==> src/hdl/jep_pkg.sv <==
package jep_pkg;

   // iteration limit and fixed-point format
   localparam int MAX_ITERATIONS = 100;
   localparam int ITER_W         = $clog2(MAX_ITERATIONS + 1);
   localparam int FRAC_BITS      = 26;
   localparam int COORD_W        = 32;
   localparam int PROD_W         = 2 * COORD_W;
   localparam int SAT_W          = 48;

   // field widths
   localparam int PIXEL_W        = 10;
   localparam int SIZE_W         = 11;
   localparam int STEP_W         = 31;
   localparam int OFFSET_W       = 10;
   localparam int SCREEN_W       = 11;
   localparam int ITERATIONS_W   = 7;
   localparam int COLOR_W        = 5;

   // stream and register port widths
   localparam int REQ_DATA_W     = 24;
   localparam int RSP_DATA_W     = 40;
   localparam int RSP_PAD_W      = RSP_DATA_W - 2 * SCREEN_W - ITERATIONS_W - COLOR_W;
   localparam int CSR_INDEX_W    = 3;
   localparam int CSR_DATA_W     = 32;

   // queue between front and back
   localparam int QUEUE_DEPTH    = 2;
   localparam int QPTR_W         = (QUEUE_DEPTH > 1) ? $clog2(QUEUE_DEPTH) : 1;
   localparam int QCOUNT_W       = $clog2(QUEUE_DEPTH + 1);

   // escape radius squared (4.0) in the exact product format
   localparam logic [PROD_W-1:0] ESCAPE_LIMIT = PROD_W'(1) << (2 * FRAC_BITS + 2);

   typedef enum logic [CSR_INDEX_W-1:0] {
      CSR_CONST_REAL   = 3'd0,
      CSR_CONST_IMAG   = 3'd1,
      CSR_PIXEL_STEP   = 3'd2,
      CSR_FRAME_WIDTH  = 3'd3,
      CSR_FRAME_HEIGHT = 3'd4,
      CSR_X_OFFSET     = 3'd5,
      CSR_Y_OFFSET     = 3'd6
   } csr_index_type;

   typedef struct packed {
      logic signed [COORD_W-1:0] const_real;
      logic signed [COORD_W-1:0] const_imag;
      logic [STEP_W-1:0]         pixel_step;
      logic [SIZE_W-1:0]         frame_width;
      logic [SIZE_W-1:0]         frame_height;
      logic [OFFSET_W-1:0]       x_offset;
      logic [OFFSET_W-1:0]       y_offset;
   } cfg_type;

   localparam cfg_type CFG_RESET = '{
      const_real:   -32'sd23488102,
      const_imag:   32'sd43620762,
      pixel_step:   31'd536871,
      frame_width:  11'd320,
      frame_height: 11'd200,
      x_offset:     10'd0,
      y_offset:     10'd0
   };

   // one pixel job handed from front to back
   typedef struct packed {
      logic signed [COORD_W-1:0] x0;
      logic signed [COORD_W-1:0] y0;
      logic [SCREEN_W-1:0]       screen_x;
      logic [SCREEN_W-1:0]       screen_y;
   } job_type;

   typedef struct packed {
      logic [SCREEN_W-1:0]     screen_x;
      logic [SCREEN_W-1:0]     screen_y;
      logic [ITERATIONS_W-1:0] iterations;
      logic [COLOR_W-1:0]      color;
   } result_type;

   typedef struct packed {
      logic                full;
      logic                empty;
      logic [QCOUNT_W-1:0] count;
   } queue_status_type;

   typedef enum logic [1:0] {
      FRONT_IDLE,
      FRONT_X,
      FRONT_Y
   } front_state_type;

   typedef enum logic [1:0] {
      BACK_IDLE,
      BACK_MUL,
      BACK_UPD,
      BACK_DONE
   } back_state_type;

   // palette index per iteration count, built at elaboration
   typedef logic [COLOR_W-1:0] color_table_type [0:MAX_ITERATIONS];

   function automatic color_table_type make_color_table();
      color_table_type t;
      for (int i = 0; i <= MAX_ITERATIONS; i++) begin
         t[i] = COLOR_W'((i * 15) / MAX_ITERATIONS + 16);
      end
      return t;
   endfunction

   localparam color_table_type COLOR_TABLE = make_color_table();

   // clamp a wide signed value to the coordinate range
   function automatic logic signed [COORD_W-1:0] sat_coord(input logic signed [SAT_W-1:0] v);
      logic signed [COORD_W-1:0] r;
      if (&v[SAT_W-1:COORD_W-1] || ~|v[SAT_W-1:COORD_W-1]) begin
         r = v[COORD_W-1:0];
      end else if (v[SAT_W-1]) begin
         r = {1'b1, {(COORD_W-1){1'b0}}};
      end else begin
         r = {1'b0, {(COORD_W-1){1'b1}}};
      end
      return r;
   endfunction

endpackage

==> src/hdl/jep_queue.sv <==
module jep_queue
   import jep_pkg::*;
(
   input  logic             clock,
   input  logic             reset,
   input  logic             push,
   input  job_type          wdata,
   input  logic             pop,
   output job_type          rdata,
   output queue_status_type status
);

   job_type             entry_ff [QUEUE_DEPTH];
   logic [QPTR_W-1:0]   wr_ptr_ff, wr_ptr_in;
   logic [QPTR_W-1:0]   rd_ptr_ff, rd_ptr_in;
   logic [QCOUNT_W-1:0] count_ff, count_in;

   // pointer and fill bookkeeping
   always_comb begin
      wr_ptr_in = wr_ptr_ff;
      rd_ptr_in = rd_ptr_ff;
      count_in  = count_ff;
      if (push) begin
         wr_ptr_in = (wr_ptr_ff == QPTR_W'(QUEUE_DEPTH - 1)) ? '0 : wr_ptr_ff + 1'b1;
      end
      if (pop) begin
         rd_ptr_in = (rd_ptr_ff == QPTR_W'(QUEUE_DEPTH - 1)) ? '0 : rd_ptr_ff + 1'b1;
      end
      if (push && !pop) begin
         count_in = count_ff + 1'b1;
      end else if (pop && !push) begin
         count_in = count_ff - 1'b1;
      end
   end

   always_ff @(posedge clock) begin
      if (reset) begin
         wr_ptr_ff <= '0;
         rd_ptr_ff <= '0;
         count_ff  <= '0;
      end else begin
         wr_ptr_ff <= wr_ptr_in;
         rd_ptr_ff <= rd_ptr_in;
         count_ff  <= count_in;
      end
   end

   // entry storage
   always_ff @(posedge clock) begin
      if (push) begin
         entry_ff[wr_ptr_ff] <= wdata;
      end
   end

   assign rdata        = entry_ff[rd_ptr_ff];
   assign status.full  = (count_ff == QCOUNT_W'(QUEUE_DEPTH));
   assign status.empty = (count_ff == '0);
   assign status.count = count_ff;

endmodule

==> config.mk <==
export PLATFORM = sky130hd
export DESIGN_NAME = jep_queue
export DESIGN_NICKNAME = d
export VERILOG_FILES = /design/src/hdl/jep_pkg.sv /design/src/hdl/jep_queue.sv
export SDC_FILE = /design/constraint.sdc
export NUM_CORES = 1
export LEC_CHECK = 0
export BUFFER_PORTS_ARGS = -buffer_cell sky130_fd_sc_hd__buf_2
export CORE_ASPECT_RATIO = 1.2
export CORE_MARGIN = 8
export CORE_UTILIZATION = 52
export DETAILED_ROUTE_END_ITERATION = 8
export PLACE_DENSITY = 0.79
export SETUP_SLACK_MARGIN = 0.05
export SLEW_MARGIN = 20
export SYNTH_ARGS = -nofsm -noshare
export SYNTH_HDL_FRONTEND = slang
export SYNTH_SLANG_ARGS = --single-unit
export TNS_END_PERCENT = 50
==> constraint.sdc <==
create_clock -name clock -period 6.8 [get_ports clock]
set_clock_uncertainty 0.05 [all_clocks]
set_input_delay 0.34 -clock clock [delete_from_list [all_inputs] [get_ports clock]]
set_output_delay 0.34 -clock clock [all_outputs]
set_load 0.05 [all_outputs]
# Yosys cells after proc, flatten, opt, wreduce, memory -nomap -nowiden
# Memories as Yosys holds them, arrays and structs flattened. A register that Yosys moved wholly into a read port is not among the register bits.
# Cells that the tools add are included.
# op_classes
addsub	4
n_eq_ne	1
muxes	8
reduce_logical	6
# op_table
op	count
$mux 1	6
$mux 2	2
$add 1x1->1 const B	2
$add 2x1->2 const B	1
$eq 2x2->1 const B	1
$logic_and 1x1->1	2
$logic_not 1->1	2
$logic_not 2->1	1
$reduce_bool 2->1	1
$sub 2x1->2 const B	1
# totals
register_bits	4
ram_bits	172
inputBits	90
n_memories	1
# memory_table
memory	depth	width	read_ports	rd_ports_with_merged_regs	write_ports	line_no	rtl
entry_ff	2	86	1	1	1	jep_queue.sv:13	job_type entry_ff [QUEUE_DEPTH];

# Logic depth before layout (Yosys ltp)
# Gate-level depths: netlist of the first run.
# depth
word_depth	4
depth_mapped	5
ltp_nobuf	5

# Worst setup path before layout of the first run
# Ideal clock, no wire load.
# synth_timing
path_type	reg-to-reg
from	register wr_ptr_ff
to	memory entry_ff[0][0] (netlist name), enable pin
arrival_time_ns	4.140
path_slack_ns	2.069
stages_incl_launch_ff	2
path_buffers	0
synth_period_minus_slack_ns	4.731
path_cell_list	dfxtp_1 -> nor2b_1
# synth_lines
element	line_no	rtl
start, declared	jep_queue.sv:14	logic [QPTR_W-1:0] wr_ptr_ff, wr_ptr_in;
start signal, assigned	jep_queue.sv:42	wr_ptr_ff <= wr_ptr_in;
end, declared	jep_queue.sv:13	
# No word-level cell before the write port.

==> results of run 1 <==
## placed cells by master, fill, tap and decap left out
cell,count
or3_1,1
and2_4,1
ha_1,1
buf_2,179
clkbuf_16,17
mux2_4,40
bufinv_16,4
buf_4,2
buf_12,1
xor2_1,2
clkinvlp_4,1
clkinv_4,2
xnor2_1,2
a21oi_1,1
dfxtp_4,1
mux2_2,46
dfxtp_1,4
nor2b_4,1
o21ai_0,1
clkinv_1,1
edfxtp_1,172
inv_1,1
clkinv_2,2
nor2_1,5
nor2b_1,1
inv_6,5
## registers in the layout, indices dropped and copies added, names as in the netlist, named ones only
name and flops:
wr_ptr_ff 1, entry_ff 172, count_ff 2, rd_ptr_ff 1
## power breakdown
group / total [mW] / switching (mW) / leakage [nW] / internal (mW)
registers: 1.30 / 0.0293 / 1.66 / 1.27
clock network: 1.02 / 0.400 / 0.306 / 0.620
logic: 0.453 / 0.316 / 1.25 / 0.137
## cell usage after synthesis (2+ instances only)
master    instances
edfxtp_1        172
xor2_1            2
buf_2             4
nor2_1            5
dfxtp_1           5
xnor2_1           2
mux2_4           40
nor2b_1           2
buf_12            4
mux2_2           46
## worst max-delay path: cells and delay by family (launching register included)
family                 cells  cell delay [ns]
buffers and inverters      2             0.87
DFF                        1             0.77
muxes                      1             0.41
## worst max path at each step
stage | depth (start not counted) | endpoint | start
after floorplan | 1 | entry_ff[0][0]$_DFFE_PP_ | wr_ptr_ff$_SDFFE_PP0P_
after global placement | 3 | rdata[70] | flip-flop
after detailed placement | 3 | rdata[69] | flip-flop
after CTS | 3 | rdata[69] | flip-flop
after global routing | 3 | rdata[69] | flip-flop
final | 3 | rdata[69] | flip-flop
## layout make-up
class | instances | share of cell area, %
clock inverters | 15 | 2.45
inverters | 1 | 0.0454
clock buffers | 17 | 5.15
flip-flops and latches | 177 | 63.7
repair buffers | 182 | 11.3
multi-input cells | 102 | 14.9
well taps | 164 | 2.48
## routing by layer
layer	track usage, %	share of wire [%]
met4	5.34	1.6
met2	24.9	51
met1	15.7	38
met5	0	0.22
met3	7.77	9.6
## kinds of logic after synthesis
group / after synthesis / share of synthesized area, %
flip-flops: 177 / 79.6
multiplexers: 86 / 16.9
buffers and inverters: 11 / 1.97
AND/OR/NAND/NOR: 9 / 0.662
XOR/XNOR: 4 / 0.530
AO/OA/AOI/OAI: 2 / 0.151
adder cells (fa/ha/maj): 1 / 0.189
==> metrics.txt, run 1 <==
status finished clean; Seq/Total Area, Yosys between 70% and 80%; H-tree lvl count 4; HP Class in -> reg; Peak Freq between 300 and 400 MHz; Area after DPL roughly 7600 um^2; worst r2r dst entry_ff[0][44]$_DFFE_PP_; design area between 8000 and 9000 um^2; Max FO, Critical Path 44; number of CTS-inserted buffers 17; row cnt 45; I/O pins 180; Critical Path RT 6.41 ns; Max stage delay on crit path approximately 0.77 ns; Post-Route WL 12300 um; power density over cell area about 340 nW/um^2; total power 2.78 mW; startpoint types flip-flop; worst-case clock buffer depth 2; top_reg_cell synth edfxtp_1; top post-synthesis cells by area edfxtp_1 78%, mux2_4 9.1%, mux2_2 7.8%; final cycle utilization of the critical path between 40% and 50%; Post-CTS Setup Repair Bufs 0; grt total ovfl 0; Synth Net Count about 380; Syn Std Cell Area around 6600 um^2; Final Hold Viols 0; hold_sp wdata[82]; fin nets ~570; GP Congestion 0.711; leakage power about 3.2 nW; # port buffers roughly 180; Worst Tran Pin Value 1.06 ns; Layout Utilization 65.8%; flop-to-flop setup slack approximately 4.8 ns; area grow syn2layout 25.0%; Hold Crit Endpoint entry_ff[1][82]$_DFFE_PP_; # diodes 0; number of global-route vias before repair between 3000 and 4000; Final Instance Count excl. Fillers between 600 and 700; DRT iter0 DRCs around 160; hold path cells 1; Starting Density a little over half; # clock sinks about 180; hold buffer count at CTS 0; Setup TNS 0 ns; Crit-path slowest cell dfxtp_4; Data arrival, critical path approximately 2.5 ns; Critical R2R Launch wr_ptr_ff$_SDFFE_PP0P_; iteration count of the initial detailed-routing pass 4; die area 16600 um^2; critical path class reg -> out; Async SR Flop Fraction 0%; worst-case vdd ir drop roughly 200 uV; area share of the largest cell type after synthesis 78.1%; share of layout cells above drive strength 1 between 60% and 70%; largest net degree at the start of global routing between 80 and 90; Mean Syn Cell Area approximately 23 um^2; nature of the critical path endpoint primary output; worst hold margin 0.0640 ns; number of flops mapped to enable cells by yosys 172; count of state elements after synthesis between 150 and 200; post-cts resize count 0; Die Span Y about 140 um; Yosys top cell by area edfxtp_1; PnR worst setup slack around 3.9 ns; DRC Markers 0; antenna violations before repair 2; Die X approximately 120 um; multi-input logic area 1230 um^2; core outline area 12600 um^2; post-DP HPWL 8360 um; Period minus WS final 2.92 ns; DR WL/cell about 19 um; Clock Latency Late Sink just over 0.4 ns; Routed Antenna Nets 0; Vias 3353; All-Layer GR Usage between 10% and 20%; filler cell count between 800 and 900; worst rel slew slack approximately 29%; TritonCTS clock tree done; Worst-path clk slew approximately 0.070 ns; setup violators final 0; # Max-Cap Violations 0; post-synthesis cell type count 18; pre-CTS setup slack about 4.3 ns; Placed Instances about 630; Critical Path, Cell by Cell buf_4 > mux2_2 > buf_2; RSZ-0062 raised after global routing no; Mapped Cells 290; DR vias/cell roughly 5.1; Root Buffer clkbuf_16; FF-to-FF path depth 2; storage element area between 5000 and 6000 um^2; Max Slew Vio Count 0; Yosys Warn Count 0; first-pass GRT wire length about 19000 um
Note: power is estimated with default switching activity, not from simulation.
==> run 2, diff against run 1 <==
ABC_AREA = 1   (was not set)
CORE_UTILIZATION = 47   (was 52)
PLACE_DENSITY = 0.76   (was 0.79)
clock period = 2.5 ns   (was 6.8 ns; I/O delays follow)
==> run 2 against run 1 <==
  * Non-clock buffer count up 95
  * Die area increased by 9.6%
  * Synthesized area is 0.32% higher
  * Power grew to 2.7 times the previous value
  * Global-route usage is 0.15 points higher
  * First-iteration DRC count increased by 26%
  * Routed wire length up 11%
  * Sequential power rose to 2.7 times the previous value
  * Register-to-register slack got worse by 3.8 ns
  * Hold slack gained 0.32 ns
  * Via count rose by 10%
  * Final area grew 12%
  * Critical path type unchanged
  * Critical endpoint is now rdata[71]
  * Largest cell class unchanged
  * Largest power group unchanged
==> metrics.txt, run 2 <==
area share of the largest cell type after synthesis 77.8% (was 78.1%); switching part of the total 26.7% (was 26.9%); grt total ovfl 0 (unchanged); Largest regs entry_ff x172, count_ff x2 (unchanged); row cnt 47 (was 45); Critical Path RT 2.33 ns (was 6.41 ns); critical path class reg -> out (unchanged); leakage power 3.65 nW (was 3.22 nW); Die Span Y 146 um (was 140 um); Logic pwr share 17.3% (was 16.3%); pre-CTS setup slack 0.784 ns (was 4.29 ns); commonest non-fill, non-tap cell in the layout buf_2 (unchanged); power density over cell area 809 nW/um^2 (was 336 nW/um^2); Peak Freq about 470 MHz; Int Power 5.48 mW (was 2.03 mW); Synth Net Count 392 (was 381); number of global-route vias before repair 4261 (was 3662); setup violators final 0 (unchanged); Mean Syn Cell Area 22.0 um^2 (was 22.8 um^2); RSZ-0062 raised after global routing no (unchanged); Max stage delay on crit path 0.69 ns (was 0.77 ns); area grow syn2layout 39.2% (was 25.0%); TritonCTS clock tree done (unchanged); Die X 124 um (was 119 um); # port buffers 179 (unchanged); HP Class in -> reg (unchanged); worst hold margin 0.382 ns (was 0.0640 ns); Clock Latency Late Sink 0.42 ns (was 0.41 ns); worst rel slew slack 58.3% (was 29.0%); die area 18200 um^2 (was 16600 um^2); number of CTS-inserted buffers 17 (unchanged); Mapped Cells 301 (was 290); Setup TNS 0 ns (unchanged); Top reg by flops entry_ff (unchanged); top post-synthesis cells by area edfxtp_1 78%, mux2_4 9.0%, mux2_2 7.8% (was edfxtp_1 78%, mux2_4 9.1%, mux2_2 7.8%); count of state elements after synthesis 177 (unchanged); top_reg_cell synth edfxtp_1 (unchanged); Clock power frac 35.8% (was 36.8%); fin nets 678 (was 572); status finished clean (unchanged); All-Layer GR Usage 15.0% (was 14.9%); core outline area 13800 um^2 (was 12600 um^2); top-count cell post-synth edfxtp_1 (unchanged); Flop pwr share 46.8% (was 46.9%); first-pass GRT wire length 21600 um (was 19000 um); Vias 3687 (was 3353); Seq/Total Area, Yosys 79.3% (was 79.6%); Yosys Warn Count 0 (unchanged); PnR worst setup slack 0.366 ns (was 3.88 ns); iteration count of the initial detailed-routing pass 5 (was 4); antenna violations before repair 0 (was 2); Final Hold Viols 0 (unchanged); # Max-Cap Violations 0 (unchanged); Period minus WS final around 2.1 ns; most frequent cells in the layout 179 x buf_2, 172 x edfxtp_1, 90 x dlygate4sd3_1 (was 179 x buf_2, 172 x edfxtp_1, 46 x mux2_2); Async SR Flop Fraction 0% (unchanged); post-cts resize count 0 (unchanged); Root Buffer clkbuf_16 (unchanged); largest net degree at the start of global routing 47 (was 87); total power 7.47 mW (was 2.78 mW); # clock sinks 177 (unchanged); DRC Markers 0 (unchanged); worst-case clock buffer depth 2 (unchanged); Worst Tran Pin Value 0.625 ns (was 1.06 ns); Starting Density 48.0% (was 52.7%); Max Slew Vio Count 0 (unchanged); synth cell count leaders 172 x edfxtp_1, 46 x mux2_2, 40 x mux2_4 (unchanged); Routed Antenna Nets 0 (unchanged); Yosys top cell by area edfxtp_1 (unchanged); post-synthesis cell type count 18 (unchanged); Critical R2R Launch wr_ptr_ff$_SDFFE_PP0P_ (unchanged); Crit-path slowest cell dfxtp_4 (unchanged); Post-Route WL 13700 um (was 12300 um); startpoint types flip-flop (unchanged); # diodes 0 (unchanged); DRT iter0 DRCs 204 (was 162); number of flops mapped to enable cells by yosys 172 (unchanged); worst-case vdd ir drop 506 uV (was 206 uV); Critical Path, Cell by Cell buf_12 > mux2_2 > buf_2 (was buf_4 > mux2_2 > buf_2); Psw 2.00 mW (was 0.745 mW); DR WL/cell 17.8 um (was 18.7 um); Post-CTS Setup Repair Bufs 0 (unchanged); GP Congestion 0.684 (was 0.711); Worst-path clk slew 0.07 ns (about the same); hold_sp wdata[32] (was wdata[82]); H-tree lvl count 4 (unchanged); Data arrival, critical path 1.96 ns (was 2.53 ns); share of layout cells above drive strength 1 51.2% (was 61.1%); max reg flops 172 (unchanged); DR vias/cell 4.78 (was 5.10); Syn Std Cell Area 6640 um^2 (was 6620 um^2); final cycle utilization of the critical path between 80% and 90%; Max FO, Critical Path 35 (was 44); post-DP HPWL 8720 um (was 8360 um); I/O pins 180 (unchanged); nature of the critical path endpoint primary output (unchanged)
[run 2: changes by cell type in the layout (fill, tap and decap cells not counted), sizes merged, moves of 5 or more]
cell         before  now
buf             182  187
nand2             0    5
inv               6   14
dlygate4sd3       0   90
[run 2: critical path, delay by kind of cell, from the launching register on]
kind,cells,cell delay (ns)
muxes,1,0.35
DFF,1,0.69
buffers and inverters,2,0.48
[run 2: worst paths after layout]
| kind | slack [ns] | depth (start not counted) | endpoint |
|---|---|---|---|
| worst max-delay path | 0.37 | 3 | rdata[71] |
| worst min register to register | 0.48 | 2 | rd_ptr_ff$_SDFFE_PP0P_ |
| worst min-delay path | 0.38 | 2 | entry_ff[1][32]$_DFFE_PP_ |
| worst max register to register | 1.00 | 3 | entry_ff[1][63]$_DFFE_PP_ |
[run 2: through the flow]
step	instance area, um^2	utilization [%]	std cells
final	9240	66.8	771
after global routing	9240	66.8	771
after CTS	9240	66.8	771
after detailed placement	7730	55.9	649
after global placement	7730	55.9	649
after floorplan	6640	-	301
[run 2: kinds of logic (layout without fill, tap and decap cells)]
group	count (synthesis)	in the layout	share of synthesized area (%)
flip-flops	177	177	79.3
multiplexers	86	86	16.9
buffers and inverters	19	318	2.41
AND/OR/NAND/NOR	15	15	0.924
AO/OA/AOI/OAI	2	2	0.151
adder cells (fa/ha/maj)	1	1	0.189
XOR/XNOR	1	1	0.132
[run 2: layout make-up]
| type | count | area [um^2] |
|---|---|---|
| Timing Repair Buffer | 277 | 1890 |
| Tap cell | 171 | 214 |
| Clock inverter | 15 | 179 |
| Fill cell | 890 | 4580 |
| Clock buffer | 17 | 425 |
| Sequential cell | 177 | 5270 |
| Inverter | 9 | 35.0 |
| Multi-Input combinational cell | 105 | 1220 |
[run 2: metal layers]
metal  global-route usage, %  routed length [um]  vias up
met2                    27.7                7430      127
li1                        -                   -     1745
met4                    4.89                 170        0
met5                       0                   0        -
met1                    14.9                5200     1802
met3                    6.08                 917       13
[run 2: repair_timing]
action	in CTS	in global routing
endpoints found under the setup margin	0	0
hold buffers	90	0
hold endpoints to repair	177	0
[run 2: power by group through the flow]
| stage | Combinational, mW | Clock [mW] | Sequential, mW |
|---|---|---|---|
| after floorplan | 0.928 | 0 | 3.54 |
| after global placement | 1.17 | 0 | 3.55 |
| after detailed placement | 1.19 | 0 | 3.56 |
| after CTS | 1.30 | 2.73 | 3.50 |
| after global routing | 1.36 | 2.84 | 3.51 |
| final | 1.30 | 2.68 | 3.50 |
==> run 3, diff against run 2 <==
CTS_BUF_LIST = sky130_fd_sc_hd__clkbuf_16   (was not set)
MAX_ROUTING_LAYER = met4   (was not set)
==> run 3 against run 2 <==
  * Utilization unchanged
  * Register-to-register slack about the same
  * Power about the same
  * Routed wire length about the same
  * First-iteration DRC count up 8.3%
  * Hold slack worse by 0.0030 ns
  * Global-route usage up 0.43 points
  * Maximum frequency up 0.14%
  * Setup slack better by 0.0031 ns
  * Flip-flop and latch count unchanged
  * Largest power group unchanged
==> metrics.txt, run 3 (same netlist as run 2, synthesis figures left out) <==
H-tree lvl count 4 (unchanged); row cnt 47 (unchanged); filler cell count 890 (unchanged); DRT iter0 DRCs 221 (was 204); Data arrival, critical path 1.96 ns (about the same); leakage power 3.65 nW (unchanged); DR vias/cell 4.80 (was 4.78); wire length on met3 766 um (was 917 um); HP Class in -> reg (unchanged); Post-CTS Setup Repair Bufs 0 (unchanged); power density over cell area 809 nW/um^2 (about the same); antenna violations before repair 0 (unchanged); total power 7.47 mW (about the same); Die X 124 um (unchanged); commonest non-fill, non-tap cell in the layout buf_2 (unchanged); # Max-Cap Violations 0 (unchanged); Critical Path RT 2.33 ns (about the same); fin nets 678 (unchanged); worst-case clock buffer depth 2 (unchanged); number of global-route vias before repair 4266 (was 4261); Period minus WS final 2.13 ns (about the same); number of CTS-inserted buffers 17 (unchanged); critical path class reg -> out (unchanged); Largest regs entry_ff x172, count_ff x2 (unchanged); Area after DPL 7730 um^2 (unchanged); final cycle utilization of the critical path 85.2% (was 85.4%); Worst Tran Pin Value 0.627 ns (was 0.625 ns); # port buffers 179 (unchanged); most frequent cells in the layout 179 x buf_2, 172 x edfxtp_1, 90 x dlygate4sd3_1 (unchanged); setup violators final 0 (unchanged); Setup TNS 0 ns (unchanged); DRC Markers 0 (unchanged); DR WL/cell 17.8 um (about the same); first-pass GRT wire length 21600 um (about the same); Routed Antenna Nets 0 (unchanged); Post-Route WL 13700 um (about the same); All-Layer GR Usage 15.5% (was 15.0%); Root Buffer clkbuf_16 (unchanged); nature of the critical path endpoint primary output (unchanged); DR WL met2 7480 um (was 7430 um); core outline area 13800 um^2 (unchanged); worst-case vdd ir drop 506 uV (about the same); TritonCTS clock tree done (unchanged); # diodes 0 (unchanged); grt total ovfl 0 (unchanged); PnR worst setup slack 0.369 ns (was 0.366 ns); top routing layer in use met4 (unchanged); design area 9240 um^2 (unchanged); Final Hold Viols 0 (unchanged); share of layout cells above drive strength 1 51.2% (unchanged); worst hold margin 0.379 ns (was 0.382 ns); Clock Latency Late Sink 0.41 ns (was 0.42 ns); Die Span Y 146 um (unchanged); post-cts resize count 0 (unchanged); worst rel slew slack 58.2% (was 58.3%); GP Congestion 0.691 (was 0.684); largest net degree at the start of global routing 47 (unchanged); startpoint types flip-flop (unchanged); Worst-path clk slew 0.07 ns (about the same); I/O pins 180 (unchanged); Vias 3702 (was 3687); Top reg by flops entry_ff (unchanged); status finished clean (unchanged); pre-CTS setup slack 0.784 ns (unchanged); area grow syn2layout 39.2% (unchanged); post-DP HPWL 8720 um (unchanged); RSZ-0062 raised after global routing no (unchanged); Max Slew Vio Count 0 (unchanged); Peak Freq 469 MHz (about the same); # clock sinks 177 (unchanged); met1 WL 5350 um (was 5200 um); die area 18200 um^2 (unchanged); max reg flops 172 (unchanged); Starting Density 48.0% (unchanged); Max FO, Critical Path 35 (unchanged); iteration count of the initial detailed-routing pass 4 (was 5)
==> run 3: cell counts in the layout (fill, tap and decap cells not counted) <==
No cell type changed its count.
==> run 3: path summary, 6_finish.rpt <==
path	start	endpoint	slack [ns]	cells past startpoint
setup / recovery	flip-flop	rdata[71]	0.37	3
hold / removal	wdata[72]	entry_ff[0][72]$_DFFE_PP_	0.38	2
setup reg to reg	wr_ptr_ff$_SDFFE_PP0P_	entry_ff[1][63]$_DFFE_PP_	1.00	3
hold reg to reg	rd_ptr_ff$_SDFFE_PP0P_	rd_ptr_ff$_SDFFE_PP0P_	0.48	2
==> run 3: cell type report <==
cell class	instances	area, um^2	area share (%)
clock buffers	17	425	4.61
clock inverters	15	179	1.94
inverters	9	35.0	0.379
multi-input cells	105	1220	13.2
flip-flops and latches	177	5270	57.1
well taps	171	214	2.32
repair buffers	277	1890	20.5
==> run 3: repair_timing <==
| item | in CTS | in global routing |
|---|---|---|
| hold endpoints to repair | 177 | 0 |
| hold buffers | 90 | 0 |
| endpoints found under the setup margin | 0 | 0 |
==> run 3: power breakdown <==
part,internal [mW],leakage [nW],switching [mW]
combinational,0.458,1.69,0.839
clock,1.59,0.301,1.09
sequential,3.43,1.66,0.0662
==> run 3: critical path: stages, from the launching register on <==
cell and delay [ns]:
dfxtp_4 0.69, buf_12 0.27, mux2_2 0.35, buf_2 0.21
==> run 3: routing by layer <==
layer / track usage (%) / vias up
met1: 15.4 / 1816
li1: - / 1743
met4: 4.89 / 0
met2: 27.7 / 133
met5: - / -
met3: 5.32 / 10
==> run 3: through the flow <==
stage	util [%]	instances
after floorplan	-	301
after global placement	55.9	649
after detailed placement	55.9	649
after CTS	66.8	771
after global routing	66.8	771
final	66.8	771
