$ cat src/hdl/jep_pkg.sv
package jep_pkg;

   // iteration limit and fixed-point format
   localparam int MAX_ITERATIONS = 100;
   localparam int ITER_W         = $clog2(MAX_ITERATIONS + 1);
   localparam int FRAC_BITS      = 26;
   localparam int COORD_W        = 32;
   localparam int PROD_W         = 2 * COORD_W;
   localparam int SAT_W          = 48;

   // field widths
   localparam int PIXEL_W        = 10;
   localparam int SIZE_W         = 11;
   localparam int STEP_W         = 31;
   localparam int OFFSET_W       = 10;
   localparam int SCREEN_W       = 11;
   localparam int ITERATIONS_W   = 7;
   localparam int COLOR_W        = 5;

   // stream and register port widths
   localparam int REQ_DATA_W     = 24;
   localparam int RSP_DATA_W     = 40;
   localparam int RSP_PAD_W      = RSP_DATA_W - 2 * SCREEN_W - ITERATIONS_W - COLOR_W;
   localparam int CSR_INDEX_W    = 3;
   localparam int CSR_DATA_W     = 32;

   // queue between front and back
   localparam int QUEUE_DEPTH    = 2;
   localparam int QPTR_W         = (QUEUE_DEPTH > 1) ? $clog2(QUEUE_DEPTH) : 1;
   localparam int QCOUNT_W       = $clog2(QUEUE_DEPTH + 1);

   // escape radius squared (4.0) in the exact product format
   localparam logic [PROD_W-1:0] ESCAPE_LIMIT = PROD_W'(1) << (2 * FRAC_BITS + 2);

   typedef enum logic [CSR_INDEX_W-1:0] {
      CSR_CONST_REAL   = 3'd0,
      CSR_CONST_IMAG   = 3'd1,
      CSR_PIXEL_STEP   = 3'd2,
      CSR_FRAME_WIDTH  = 3'd3,
      CSR_FRAME_HEIGHT = 3'd4,
      CSR_X_OFFSET     = 3'd5,
      CSR_Y_OFFSET     = 3'd6
   } csr_index_type;

   typedef struct packed {
      logic signed [COORD_W-1:0] const_real;
      logic signed [COORD_W-1:0] const_imag;
      logic [STEP_W-1:0]         pixel_step;
      logic [SIZE_W-1:0]         frame_width;
      logic [SIZE_W-1:0]         frame_height;
      logic [OFFSET_W-1:0]       x_offset;
      logic [OFFSET_W-1:0]       y_offset;
   } cfg_type;

   localparam cfg_type CFG_RESET = '{
      const_real:   -32'sd23488102,
      const_imag:   32'sd43620762,
      pixel_step:   31'd536871,
      frame_width:  11'd320,
      frame_height: 11'd200,
      x_offset:     10'd0,
      y_offset:     10'd0
   };

   // one pixel job handed from front to back
   typedef struct packed {
      logic signed [COORD_W-1:0] x0;
      logic signed [COORD_W-1:0] y0;
      logic [SCREEN_W-1:0]       screen_x;
      logic [SCREEN_W-1:0]       screen_y;
   } job_type;

   typedef struct packed {
      logic [SCREEN_W-1:0]     screen_x;
      logic [SCREEN_W-1:0]     screen_y;
      logic [ITERATIONS_W-1:0] iterations;
      logic [COLOR_W-1:0]      color;
   } result_type;

   typedef struct packed {
      logic                full;
      logic                empty;
      logic [QCOUNT_W-1:0] count;
   } queue_status_type;

   typedef enum logic [1:0] {
      FRONT_IDLE,
      FRONT_X,
      FRONT_Y
   } front_state_type;

   typedef enum logic [1:0] {
      BACK_IDLE,
      BACK_MUL,
      BACK_UPD,
      BACK_DONE
   } back_state_type;

   // palette index per iteration count, built at elaboration
   typedef logic [COLOR_W-1:0] color_table_type [0:MAX_ITERATIONS];

   function automatic color_table_type make_color_table();
      color_table_type t;
      for (int i = 0; i <= MAX_ITERATIONS; i++) begin
         t[i] = COLOR_W'((i * 15) / MAX_ITERATIONS + 16);
      end
      return t;
   endfunction

   localparam color_table_type COLOR_TABLE = make_color_table();

   // clamp a wide signed value to the coordinate range
   function automatic logic signed [COORD_W-1:0] sat_coord(input logic signed [SAT_W-1:0] v);
      logic signed [COORD_W-1:0] r;
      if (&v[SAT_W-1:COORD_W-1] || ~|v[SAT_W-1:COORD_W-1]) begin
         r = v[COORD_W-1:0];
      end else if (v[SAT_W-1]) begin
         r = {1'b1, {(COORD_W-1){1'b0}}};
      end else begin
         r = {1'b0, {(COORD_W-1){1'b1}}};
      end
      return r;
   endfunction

endpackage

$ cat src/hdl/jep_front.sv
module jep_front
   import jep_pkg::*;
(
   input  logic                  clock,
   input  logic                  reset,
   input  cfg_type               cfg,
   input  logic                  req_tvalid,
   output logic                  req_tready,
   input  logic [REQ_DATA_W-1:0] req_tdata,
   output logic                  q_push,
   output job_type               q_wdata,
   input  queue_status_type      q_status
);

   front_state_type state_ff, state_in;

   logic [PIXEL_W-1:0]        col_ff, row_ff;
   logic [SCREEN_W-1:0]       sx_ff, sy_ff;
   logic signed [COORD_W-1:0] x0_ff;

   logic [PIXEL_W-1:0]        req_col, req_row;
   logic [PIXEL_W-1:0]        idx;
   logic [SIZE_W-1:0]         size;
   logic signed [12:0]        diff;
   logic signed [44:0]        prod;
   logic signed [44:0]        half;
   logic signed [COORD_W-1:0] coord_sat;
   logic                      accept;

   assign req_col = req_tdata[PIXEL_W-1:0];
   assign req_row = req_tdata[2*PIXEL_W-1:PIXEL_W];
   assign accept  = req_tvalid && req_tready;

   // start coordinate: floor((2*idx - size) * step / 2), one axis per cycle, y held while the queue is full
   assign idx       = (state_ff == FRONT_X) ? col_ff : row_ff;
   assign size      = (state_ff == FRONT_X) ? cfg.frame_width : cfg.frame_height;
   assign diff      = $signed({2'b00, idx, 1'b0}) - $signed({2'b00, size});
   assign prod      = diff * $signed({1'b0, cfg.pixel_step});
   assign half      = prod >>> 1;
   assign coord_sat = sat_coord({{(SAT_W-45){half[44]}}, half});

   // next state
   always_comb begin
      state_in = state_ff;
      unique case (state_ff)
         FRONT_IDLE: begin
            if (req_tvalid) state_in = FRONT_X;
         end
         FRONT_X: begin
            state_in = FRONT_Y;
         end
         FRONT_Y: begin
            if (!q_status.full) state_in = FRONT_IDLE;
         end
         default: begin
            state_in = FRONT_IDLE;
         end
      endcase
   end

   // outputs
   always_comb begin
      req_tready = (state_ff == FRONT_IDLE);
      q_push     = (state_ff == FRONT_Y) && !q_status.full;
   end

   assign q_wdata = '{x0: x0_ff, y0: coord_sat, screen_x: sx_ff, screen_y: sy_ff};

   always_ff @(posedge clock) begin
      if (reset) begin
         state_ff <= FRONT_IDLE;
      end else begin
         state_ff <= state_in;
      end
   end

   // request capture and real-axis start point
   always_ff @(posedge clock) begin
      if (accept) begin
         col_ff <= req_col;
         row_ff <= req_row;
         sx_ff  <= {1'b0, req_col} + {1'b0, cfg.x_offset};
         sy_ff  <= {1'b0, req_row} + {1'b0, cfg.y_offset};
      end
      if (state_ff == FRONT_X) begin
         x0_ff <= coord_sat;
      end
   end

endmodule

$ cat config.mk
export PLATFORM = sky130hd
export DESIGN_NAME = jep_front
export DESIGN_NICKNAME = d
export VERILOG_FILES = /design/src/hdl/jep_pkg.sv /design/src/hdl/jep_front.sv
export SDC_FILE = /design/constraint.sdc
export NUM_CORES = 1
export LEC_CHECK = 0
export BUFFER_PORTS_ARGS = -buffer_cell sky130_fd_sc_hd__buf_2
export CORE_AREA = 2 2 235 237
export DETAILED_ROUTE_END_ITERATION = 16
export DIE_AREA = 0 0 237 239
export PLACE_DENSITY = 0.52
export SYNTH_ARGS = -nofsm -noshare
export SYNTH_HDL_FRONTEND = slang
export SYNTH_SLANG_ARGS = --single-unit
$ cat constraint.sdc
create_clock -name clock -period 21.4 [get_ports clock]
set_input_delay 1.07 -clock clock [delete_from_list [all_inputs] [get_ports clock]]
set_output_delay 1.07 -clock clock [all_outputs]
set_load 0.05 [all_outputs]
## Word-level counts from Yosys, hierarchy flattened

Cells that the tools add are included.

- Memories: 0
- Bits in writable memories: 0
- Register bits: 76
- Word-level logic and storage cells: 30
- Bits in latches: 0
- Output and inout bits: 88
- ROM bits: 0

- Multipliers: 1
- $add $sub $neg: 3
- Bitwise logic cells: 0
- Equality and inequality tests: 4
- Shift operators: 0
- Mux-type cells: 7
- Magnitude comparators: 0
- Divide/modulo/power cells: 0
- Reduce and logical (&&, ||, !) cells: 9

Operators by type and width:

| cell | number |
|---|---|
| $mux W32 | 2 |
| $mul A12 B32 Y44 | 1 |
| $add A10 B10 Y11 | 2 |
| $reduce_and A13 Y1 | 1 |
| $reduce_or A13 Y1 | 1 |
| $sub A11 B11 Y12 | 1 |
| $mux W11 | 1 |
| $mux W10 | 1 |
| $pmux W2 S3 | 1 |
| $mux W2 | 2 |
| $ne A2 B2 Y1 const B | 2 |
| $eq A2 B1 Y1 const B | 1 |
| $eq A2 B2 Y1 const B | 1 |
| $logic_and A1 B1 Y1 | 2 |
| $logic_not A1 Y1 | 2 |
| $logic_not A2 Y1 | 1 |
| $reduce_and A2 Y1 | 1 |
| $logic_or A1 B1 Y1 | 1 |

## Logic depth before layout (Yosys ltp)

Gate-level depths: netlist of the first run.

- Depth in word-level cells: 8
- Depth in mapped cells: 41
- Mapped depth without buffers: 36

## Worst setup path before layout of the first run

OpenSTA, ideal clock, no wires.

- Path kind: flip-flop to output port
- Start: register state_ff[1]
- End: output port q_wdata[22] (netlist bit)
- Buffers on the path: 4
- Required time: 20.330 ns
- Data arrival time: 9.964 ns
- Path slack: 10.366 ns
- Cell stages (with the launch flop): 40
- Cell sequence: dfxtp_1 -> nand2b_1 -> clkbuf_1 -> inv_2 -> clkbuf_1 -> nand2_1 -> nand2_1 -> ha_1 -> a21o_1 -> a21oi_1 -> o21ai_0 -> a21oi_1 -> o21bai_1 -> a21oi_1 -> o21bai_1 -> a21oi_1 -> xnor2_1 -> clkbuf_1 -> [... 4 more ...] -> inv_1 -> fa_1 -> fa_1 -> inv_1 -> fa_1 -> inv_1 -> ha_1 -> nand4_1 -> or3_1 -> nand3b_1 -> o211ai_1 -> nor2_1 -> o211ai_1 -> xor2_1 -> and4b_1 -> a41oi_1 -> buf_2 -> o21ai_0

RTL lines:

| item | RTL line | text |
|---|---|---|
| start: declaration | jep_front.sv:15 | `front_state_type state_ff, state_in;` |
| start signal: assignment | jep_front.sv:73 | `state_ff <= state_in;` |
| end: declaration | jep_front.sv:11 | `output job_type q_wdata,` |

==> results of run 1 <==
==> cells in the final DEF (no fill, tap or decap), types with 37 or more instances in the layout <==
cell	count
nand2_1	318
buf_2	184
inv_1	383
edfxtp_1	74
a21oi_1	54
o21ai_0	37
and2_1	87
fa_1	294
nor2_1	51
ha_1	144
==> worst max-delay path, delay by kind of cell, from the launching register on <==
kind                     cells  cell delay [ns]
AO/OA/AOI/OAI                9             1.85
XOR/XNOR                     2             0.91
adder cells (fa/ha/maj)      7             3.27
buffers and inverters       10             2.07
flip-flops                   1             0.33
multiplexers                 1             0.23
AND/OR/NAND/NOR              8             2.36
==> cell type report <==
cell class / instances / area [um2]
clock buffer: 10 / 239
antenna: 2 / 5.00
inverter: 384 / 1440
sequential: 76 / 2260
timing repair buffer: 197 / 1020
multi-input combinational: 1246 / 12100
clock inverter: 6 / 70.1
fill: 5667 / 36300
tap: 704 / 881
==> flip-flops by register name (all words and copies together) (netlist names) <==
register and flops:
x0_ff 32, sx_ff 11, sy_ff 11, col_ff 10
row_ff 10, state_ff 2
==> layer usage <==
layer  GRT usage  vias up  share of wire
li1            -     5722              -
met1       0.195     6217           0.43
met2       0.285      236           0.52
met3      0.0148       46          0.031
met4      0.0380        0          0.017
met5           0        -              0
==> synthesized netlist by cell type, types with 3 or more instances <==
master and instances:
o21ai_0 37, a21o_1 24, and2_1 88, mux2i_1 10
o21a_1 6, fa_1 294, ha_1 144, xor2_1 27
a21oi_1 54, o21bai_1 9, inv_1 383, nand2b_1 7
buf_4 3, edfxtp_1 74, clkbuf_1 75, nor3_1 14
a41oi_1 3, o21ai_1 32, buf_6 4, a211oi_1 3
xnor2_1 34, o211ai_1 6, nor2b_1 10, nand4_1 9
nor2_1 52, or2_2 10, nand2_1 318, a21boi_0 4
nand3_1 9
==> stage by stage <==
step                      instance area (um2)  hold WS, ns  setup WS (ns)   util
after floorplan                         16100        0.482          10.37      -
after global placement                  17700        0.503           9.38  0.326
after detailed placement                17700        0.507           9.28  0.326
after CTS                               18000        0.519           8.86  0.332
after global routing                    18000        0.544           8.13  0.332
final                                   18000        0.519           8.90  0.332
==> cells by family (layout without fill, tap and decap cells) <==
group	after synthesis	after routing
AOI/OAI and AO/OA	201	201
xor gates and xnor gates	61	61
adders and majority gates	438	438
buffers and inverters	469	597
DFF	76	76
muxes	10	10
other	0	2
and+or+nand+nor	536	536
==> how the worst min path moves through the flow <==
stage                     start     endpoint  slack, ns  cells past startpoint
floorplan           state_ff[1]  state_ff[1]       0.48                      2
global placement    state_ff[1]  state_ff[1]       0.50                      2
detailed placement  state_ff[1]  state_ff[1]       0.51                      2
CTS                 state_ff[1]  state_ff[1]       0.52                      2
global route        state_ff[1]  state_ff[1]       0.54                      2
finish              state_ff[1]  state_ff[1]       0.52                      2
==> key figures, run 1 <==
Outcome
  • Status: finished clean

Setup path
  • Required time of the critical path: 20.33 ns
  • Crit path largest cell delay: 0.79 ns
  • R2r startpoint: state_ff[1]
  • CP endpoint: q_wdata[50]
  • FF-to-FF setup slack: 10.31 ns
  • Reg2reg end: x0_ff[28]
  • Worst setup SP type: flip-flop
  • Worst path slowest cell: xnor2_2
  • Crit path from: state_ff[1]
  • Worst R2R Path Depth: 36
  • Worst setup EP type: primary output
  • Worst Path Max Fanout: 47
  • Setup CP Type: reg -> out
  • WP data arrival: 11.43 ns

Detailed routing
  • Number of detailed-route iterations in the first pass: 5
  • Final ANT Viol Nets: 0
  • Initial DRC count: 618
  • Final wirelength: 42600 um
  • Drt wl/cell: 16.2 um
  • Drt drc: 0
  • Via/cell ratio: 4.66
  • Vias after detailed routing: 12.2k

Synthesis
  • Post-synth top area cell: fa_1
  • Synth top area share: 0.365
  • Synth cell types: 66
  • Main combinational cell family by area after synthesis: adder cells
  • Synth Area in Compound Gates: 0.0803
  • #FFs+latches synth: 76
  • Mux cell area share after synthesis: 0.00621
  • Top cells by area, synth: fa_1 (37%), edfxtp_1 (14%), ha_1 (11%)
  • Asr flop ratio synth: 0
  • Xor-xnor portion of the synthesized cell area: 0.0332
  • Post-Syn Area per Cell: 9.00 um2
  • Post-synth EDFFs: 74
  • Net Count, Synth: 2397
  • Simple-Gate Fraction of Synth Area: 0.151
  • Cell count after synthesis: 1791
  • Post-synthesis adder-cell area fraction: 0.477
  • Mapped cell area: 0.0161 mm2
  • Synth Warn #: 0
  • Register area share after synthesis: 0.140
  • Most common flop cell mapped by yosys: edfxtp_1

Placed design
  • # placed instances: 2607
  • RD Place Congestion: 0.871
  • DPL Wire Length: 35300 um
  • # port buffers: 184

Clocking
  • Post-CTS sizing: 0
  • CTS tree: built
  • Longest Clk Path Bufs: 2
  • # hold bufs at CTS: 0
  • Post-CTS Setup Bufs: 0
  • Num CTS Buffers: 9
  • Clk root buf: clkbuf_16
  • Clk sink count: 76
  • H-tree Lvls: 3
  • Worst skew pair latency: 0.36 ns
  • Clk slew on worst S/H paths: 0.06 ns

Final layout
  • Nets: 2520
  • Ratio of cells with drive above 1 in the final layout: 0.131
  • Syn-to-layout area delta: 12.0%
  • Final std cells w/o fill: 2625

STA
  • Fmax: 80.0 MHz
  • Max Slew Vio Count: 0
  • TNS Setup: 0 ns
  • Minimum clock period: 12.50 ns
  • Final setup fails: 0
  • RSZ-0062 raised after global routing: no
  • Hold Fails Final Rpt: 0
  • Crit share post-route: 0.584
  • Clk_skew: 0.00847 ns
  • Relative slew slack: 0.268
  • Actual slew at the worst max-slew pin: 1.09 ns

Global routing
  • GRT overflow: 0
  • Largest net degree at the start of global routing: 48
  • All-layer global routing usage: 0.155
  • Global-route wire length before repair: 69600 um
  • Number of global-route vias before repair: 13.0k
  • Initial antenna violation count: 1

Hold path
  • Worst Hold Class: reg -> reg

Floorplan
  • Die area: 0.0566 mm2
  • Core region area: 0.0543 mm2
  • Cell Rows: 86
  • Starting Density: 0.296
  • Ports: 256
  • Die Width: 237 um
  • Die height: 239 um

Flow run
  • Max Cap Viol: 0
Power of run 1 is not shown: default switching activity piles up to over one toggle a cycle in this logic, so the estimate is an artifact.
==> run 2: changes to the inputs <==
==> constraint.sdc (replaced) <==
create_clock -name clock -period 11.99 [get_ports clock]
set_input_delay 0.5995 -clock clock [delete_from_list [all_inputs] [get_ports clock]]
set_output_delay 0.5995 -clock clock [all_outputs]
set_load 0.05 [all_outputs]
==> run 2 against run 1 <==
- non-clock buffer count is 5 higher
- die area is the same
- register-to-register slack worse by 8.7 ns
- worst setup slack lost 8.2 ns
- first-iteration DRC count shrank 12%
- global-route usage is 0.084 points higher
- highest routed layer unchanged
==> key figures, run 2 (synthesized netlist as in run 1, its figures left out) <==
Clocking
  • Longest Clk Path Bufs: 2 (unchanged)
  • Worst skew pair latency: 0.36 ns (about the same)
  • Clk slew on worst S/H paths: 0.06 ns (about the same)
  • H-tree Lvls: 3 (unchanged)
  • # hold bufs at CTS: 0 (unchanged)
  • Clk root buf: clkbuf_16
  • Clk sink count: 76 (unchanged)
  • CTS tree: built
  • Num CTS Buffers: 9 (unchanged)

Final layout
  • Sequential Area: 0.00226 mm2 (unchanged)
  • Nets: 2526 (+0.24%)
  • Commonest non-fill, non-tap cells in the layout: inv_1 (383), nand2_1 (318), fa_1 (294)
  • Max FFs per register: 32 (unchanged)
  • Design Area, Final: 0.0181 mm2 (+0.46%)
  • Syn-to-layout area delta: 12.5%
  • Ratio of cells with drive above 1 in the final layout: 0.134 (+0.00323)
  • Most common cell after layout, fill and taps aside: inv_1
  • Multi-input gate area: 0.0122 mm2 (+0.49%)
  • Fillers: 5651 (-0.28%)
  • Largest regs: x0_ff (32), sx_ff (11), sy_ff (11)
  • Top reg by flops: x0_ff

Floorplan
  • Ports: 256 (unchanged)
  • Die area: 0.0566 mm2 (unchanged)
  • Die height: 239 um (unchanged)
  • Die Width: 237 um (unchanged)
  • Core region area: 0.0543 mm2 (unchanged)
  • Starting Density: 0.296 (unchanged)
  • Cell Rows: 86 (unchanged)

Detailed routing
  • Final ANT Viol Nets: 0 (unchanged)
  • Drt drc: 0 (unchanged)
  • Vias after detailed routing: 12.4k (+1.1%)
  • Number of detailed-route iterations in the first pass: 5 (unchanged)
  • Via/cell ratio: 4.69 (+0.83%)
  • Final wirelength: 43200 um (+1.4%)
  • Drt wl/cell: 16.4 um (+1.2%)
  • Initial DRC count: 546 (-12%)

Outcome
  • Status: finished clean

STA
  • Clk_skew: 0.00871 ns (+0.000234 ns)
  • Minimum clock period: 11.33 ns
  • Fmax: 88.2 MHz
  • Relative slew slack: 0.301 (+0.0324)
  • Actual slew at the worst max-slew pin: 1.05 ns (-0.0433 ns)
  • TNS Setup: 0 ns (unchanged)
  • RSZ-0062 raised after global routing: no
  • Crit share post-route: 0.945
  • Final setup fails: 0 (unchanged)
  • Max Slew Vio Count: 0 (unchanged)
  • Hold Fails Final Rpt: 0 (unchanged)

Setup path
  • Setup CP Type: reg -> out
  • Worst setup EP type: primary output
  • Crit path largest cell delay: 0.56 ns (-0.23 ns)
  • Required time of the critical path: 11.39 ns (-8.94 ns)
  • Worst path slowest cell: fa_1
  • Most used cell, CP: fa_1
  • WP data arrival: 10.73 ns (-0.70 ns)
  • Worst Path Max Fanout: 31 (-34%)
  • Worst setup SP type: flip-flop

Placed design
  • Placed cell area: 0.0177 mm2 (+0.13%)
  • RD Place Congestion: 0.874 (+0.36%)
  • # port buffers: 184 (unchanged)
  • DPL Wire Length: 35900 um (+1.9%)

Global routing
  • Initial antenna violation count: 3 (+2)
  • Global-route wire length before repair: 70000 um (+0.70%)
  • Largest net degree at the start of global routing: 44 (-8.3%)
  • GRT overflow: 0 (unchanged)
  • Number of global-route vias before repair: 13.3k (+2.6%)
  • All-layer global routing usage: 0.156 (+0.000841)

Hold path
  • Worst Hold Class: in -> reg

Flow run
  • Max Cap Viol: 0 (unchanged)
==> run 2: final cells by class <==
class | instances | share of cell area
multi-input cells | 1247 | 0.672
flip-flops and latches | 76 | 0.125
inverters | 384 | 0.0796
repair buffers | 202 | 0.0589
well taps | 704 | 0.0486
clock buffers | 9 | 0.0124
clock inverters | 7 | 0.00318
diodes | 2 | 0.000276
==> run 2: final timing paths <==
kind	startpoint	to	slack (ns)	cells past startpoint
worst max-delay path	state_ff[1]	q_wdata[44]	0.66	37
worst min-delay path	reset	state_ff[0]	0.41	2
worst max register to register	state_ff[1]	x0_ff[22]	1.61	36
worst min register to register	state_ff[1]	state_ff[1]	0.53	2
==> run 2: what timing repair did <==
action,4_1_cts,5_1_grt
buffers inserted,0,1
resized for setup,0,7
setup endpoints to repair,0,31
==> run 2: routing by layer <==
metal | part of all wire | GRT usage | up-vias
li1 | - | - | 5735
met1 | 0.42 | 0.193 | 6287
met2 | 0.52 | 0.286 | 271
met3 | 0.034 | 0.0151 | 58
met4 | 0.024 | 0.0466 | 0
met5 | 0 | 0 | -
==> run 2: worst max-delay path: cells and delay by family, from the launching register on <==
family          cells  cell delay (ns)
xor+xnor            2             0.47
simple gates        6             1.48
flops               1             0.37
fa+ha+maj           7             3.32
buf+inv             9             1.85
compound gates     13             2.83
==> run 2: through the flow <==
stage                util  instances  hold slack, ns  setup WS [ns]
finish              0.333       2631           0.409          0.656
floorplan               -       1791           0.482           1.43
CTS                 0.332       2626           0.398          0.366
global placement    0.327       2610           0.499          0.927
global route        0.333       2630           0.405         0.0420
detailed placement  0.327       2610           0.516          0.857
Power of run 2 is left out for the same reason.
==> run 3: changes to the inputs <==
--- a/config.mk
+++ b/config.mk
@@ -6,10 +6,10 @@
 export NUM_CORES = 1
 export LEC_CHECK = 0
 export BUFFER_PORTS_ARGS = -buffer_cell sky130_fd_sc_hd__buf_2
-export CORE_AREA = 2 2 235 237
+export CORE_AREA = 2 2 183 185
 export DETAILED_ROUTE_END_ITERATION = 16
-export DIE_AREA = 0 0 237 239
-export PLACE_DENSITY = 0.52
+export DIE_AREA = 0 0 185 187
+export PLACE_DENSITY = 0.76
 export SYNTH_ARGS = -nofsm -noshare
 export SYNTH_HDL_FRONTEND = slang
 export SYNTH_SLANG_ARGS = --single-unit
==> run 3 against run 2 <==
- non-clock buffer count is 3 lower
- sequential cell count stayed put
- via count is 1.5% higher
- critical path depth is 3 lower
- cell count is 10% lower
- worst setup slack better by 0.055 ns
- critical path type unchanged
- critical endpoint is now q_wdata[46]
==> key figures, run 3 (synthesized netlist as in run 1, its figures left out) <==
Outcome
  • Status: finished clean

Final layout
  • Most common cell after layout, fill and taps aside: inv_1
  • Largest regs: x0_ff (32), sx_ff (11), sy_ff (11)
  • Top reg by flops: x0_ff
  • Fillers: 3034 (-46%)
  • Max FFs per register: 32 (unchanged)
  • Commonest non-fill, non-tap cells in the layout: inv_1 (383), nand2_1 (318), fa_1 (294)
  • Nets: 2522 (-0.16%)
  • N_diodes: 0 (-2)
  • Syn-to-layout area delta: 9.97%
  • Ratio of cells with drive above 1 in the final layout: 0.131 (-0.00336)

Setup path
  • Worst setup SP type: flip-flop
  • Required time of the critical path: 11.39 ns (about the same)
  • CP Buf/Inv Count: 5 (-4)
  • WP data arrival: 10.68 ns (-0.05 ns)
  • Worst Path Max Fanout: 31 (unchanged)
  • Family with the most delay on the worst path: adder cells
  • Most used cell, CP: fa_1
  • Setup CP Type: reg -> out
  • Worst setup EP type: primary output
  • Worst path slowest cell: or4_4
  • Crit path largest cell delay: 0.55 ns (about the same)

Detailed routing
  • Via/cell ratio: 5.29 (+13%)
  • Vias after detailed routing: 12.5k (+1.5%)
  • Number of detailed-route iterations in the first pass: 5 (unchanged)
  • Drt drc: 0 (unchanged)
  • Final ANT Viol Nets: 0 (unchanged)
  • Initial DRC count: 762 (+40%)
  • Drt wl/cell: 16.8 um (+2.2%)
  • Final wirelength: 39800 um (-8.0%)

Clocking
  • Post-CTS Setup Bufs: 0 (unchanged)
  • Clk root buf: clkbuf_16
  • Clk sink count: 76 (unchanged)
  • H-tree Lvls: 3 (unchanged)
  • # hold bufs at CTS: 0 (unchanged)
  • Post-CTS sizing: 0 (unchanged)
  • CTS tree: built
  • Num CTS Buffers: 9 (unchanged)
  • Worst skew pair latency: 0.34 ns (-0.02 ns)
  • Clk slew on worst S/H paths: 0.06 ns (about the same)
  • Longest Clk Path Bufs: 2 (unchanged)

Global routing
  • Global-route wire length before repair: 66900 um (-4.5%)
  • GRT overflow: 0 (unchanged)
  • Initial antenna violation count: 1 (-2)
  • All-layer global routing usage: 0.243 (+0.0872)
  • Number of global-route vias before repair: 13.5k (+1.5%)
  • Largest net degree at the start of global routing: 44 (unchanged)

STA
  • Max Slew Vio Count: 0 (unchanged)
  • Hold Fails Final Rpt: 0 (unchanged)
  • Crit share post-route: 0.941 (-0.00459)
  • Clk_skew: 0.00476 ns (-0.00394 ns)
  • Minimum clock period: 11.28 ns (-0.0551 ns)
  • RSZ-0062 raised after global routing: no
  • Fmax: 88.7 MHz (+0.49%)
  • Relative slew slack: 0.315 (+0.0148)
  • TNS Setup: 0 ns (unchanged)
  • Actual slew at the worst max-slew pin: 1.03 ns (-0.0222 ns)
  • Final setup fails: 0 (unchanged)

Hold path
  • Worst Hold Class: in -> reg

Placed design
  • # port buffers: 184 (unchanged)
  • RD Place Congestion: 0.895 (+2.4%)
  • DPL Wire Length: 33000 um (-8.2%)

Floorplan
  • Starting Density: 0.490 (+0.194)
  • Die Width: 185 um (-22%)
  • Cell Rows: 67 (-22%)
  • Die area: 0.0346 mm2 (-39%)
  • Core region area: 0.0329 mm2 (-40%)
  • Die height: 187 um (-22%)
  • Ports: 256 (unchanged)

Flow run
  • Max Cap Viol: 0 (unchanged)
run 3: cell types whose count changed in the layout (fill, tap and decap cells not counted), moves of 2 or more:
| cell | delta |
|---|---|
| diode_2 | -2 |
| xnor2_4 | -2 |
| clkinv_2 | -2 |
| clkinv_1 | +2 |
run 3: final timing paths:
kind,startpoint,to,slack [ns],depth (start not counted)
worst max-delay path,state_ff[1],q_wdata[46],0.71,34
worst max register to register,state_ff[1],x0_ff[24],1.63,33
worst min register to register,state_ff[1],state_ff[1],0.55,2
worst min-delay path,req_tdata[2],col_ff[2],0.45,1
run 3: per-layer routing:
layer / routed length [um] / global-route usage
met1: 16000 / 0.314
met2: 20400 / 0.423
met3: 2030 / 0.0294
met4: 1320 / 0.0812
met5: 0 / 0
run 3: area by class of cell:
| type | count | area (um2) | share of cell area |
|---|---|---|---|
| clock buffers | 9 | 225 | 0.0127 |
| multi-input cells | 1246 | 12100 | 0.684 |
| inverters | 384 | 1440 | 0.0814 |
| flip-flops and latches | 76 | 2260 | 0.128 |
| well taps | 448 | 561 | 0.0316 |
| repair buffers | 199 | 1030 | 0.0583 |
| clock inverters | 7 | 73.8 | 0.00417 |
run 3: per-stage QoR:
stage / util / setup WS (ns) / area (um2) / std cells / hold WS (ns)
2_1_floorplan: - / 1.43 / 16100 / 1791 / 0.482
3_3_place_gp: 0.530 / 1.34 / 17400 / 2353 / 0.523
3_5_place_dp: 0.530 / 1.13 / 17400 / 2353 / 0.531
4_1_cts: 0.539 / 0.731 / 17700 / 2369 / 0.439
5_1_grt: 0.539 / 0.0758 / 17700 / 2369 / 0.439
6_report: 0.539 / 0.711 / 17700 / 2369 / 0.449
Power of run 3 is left out for the same reason.
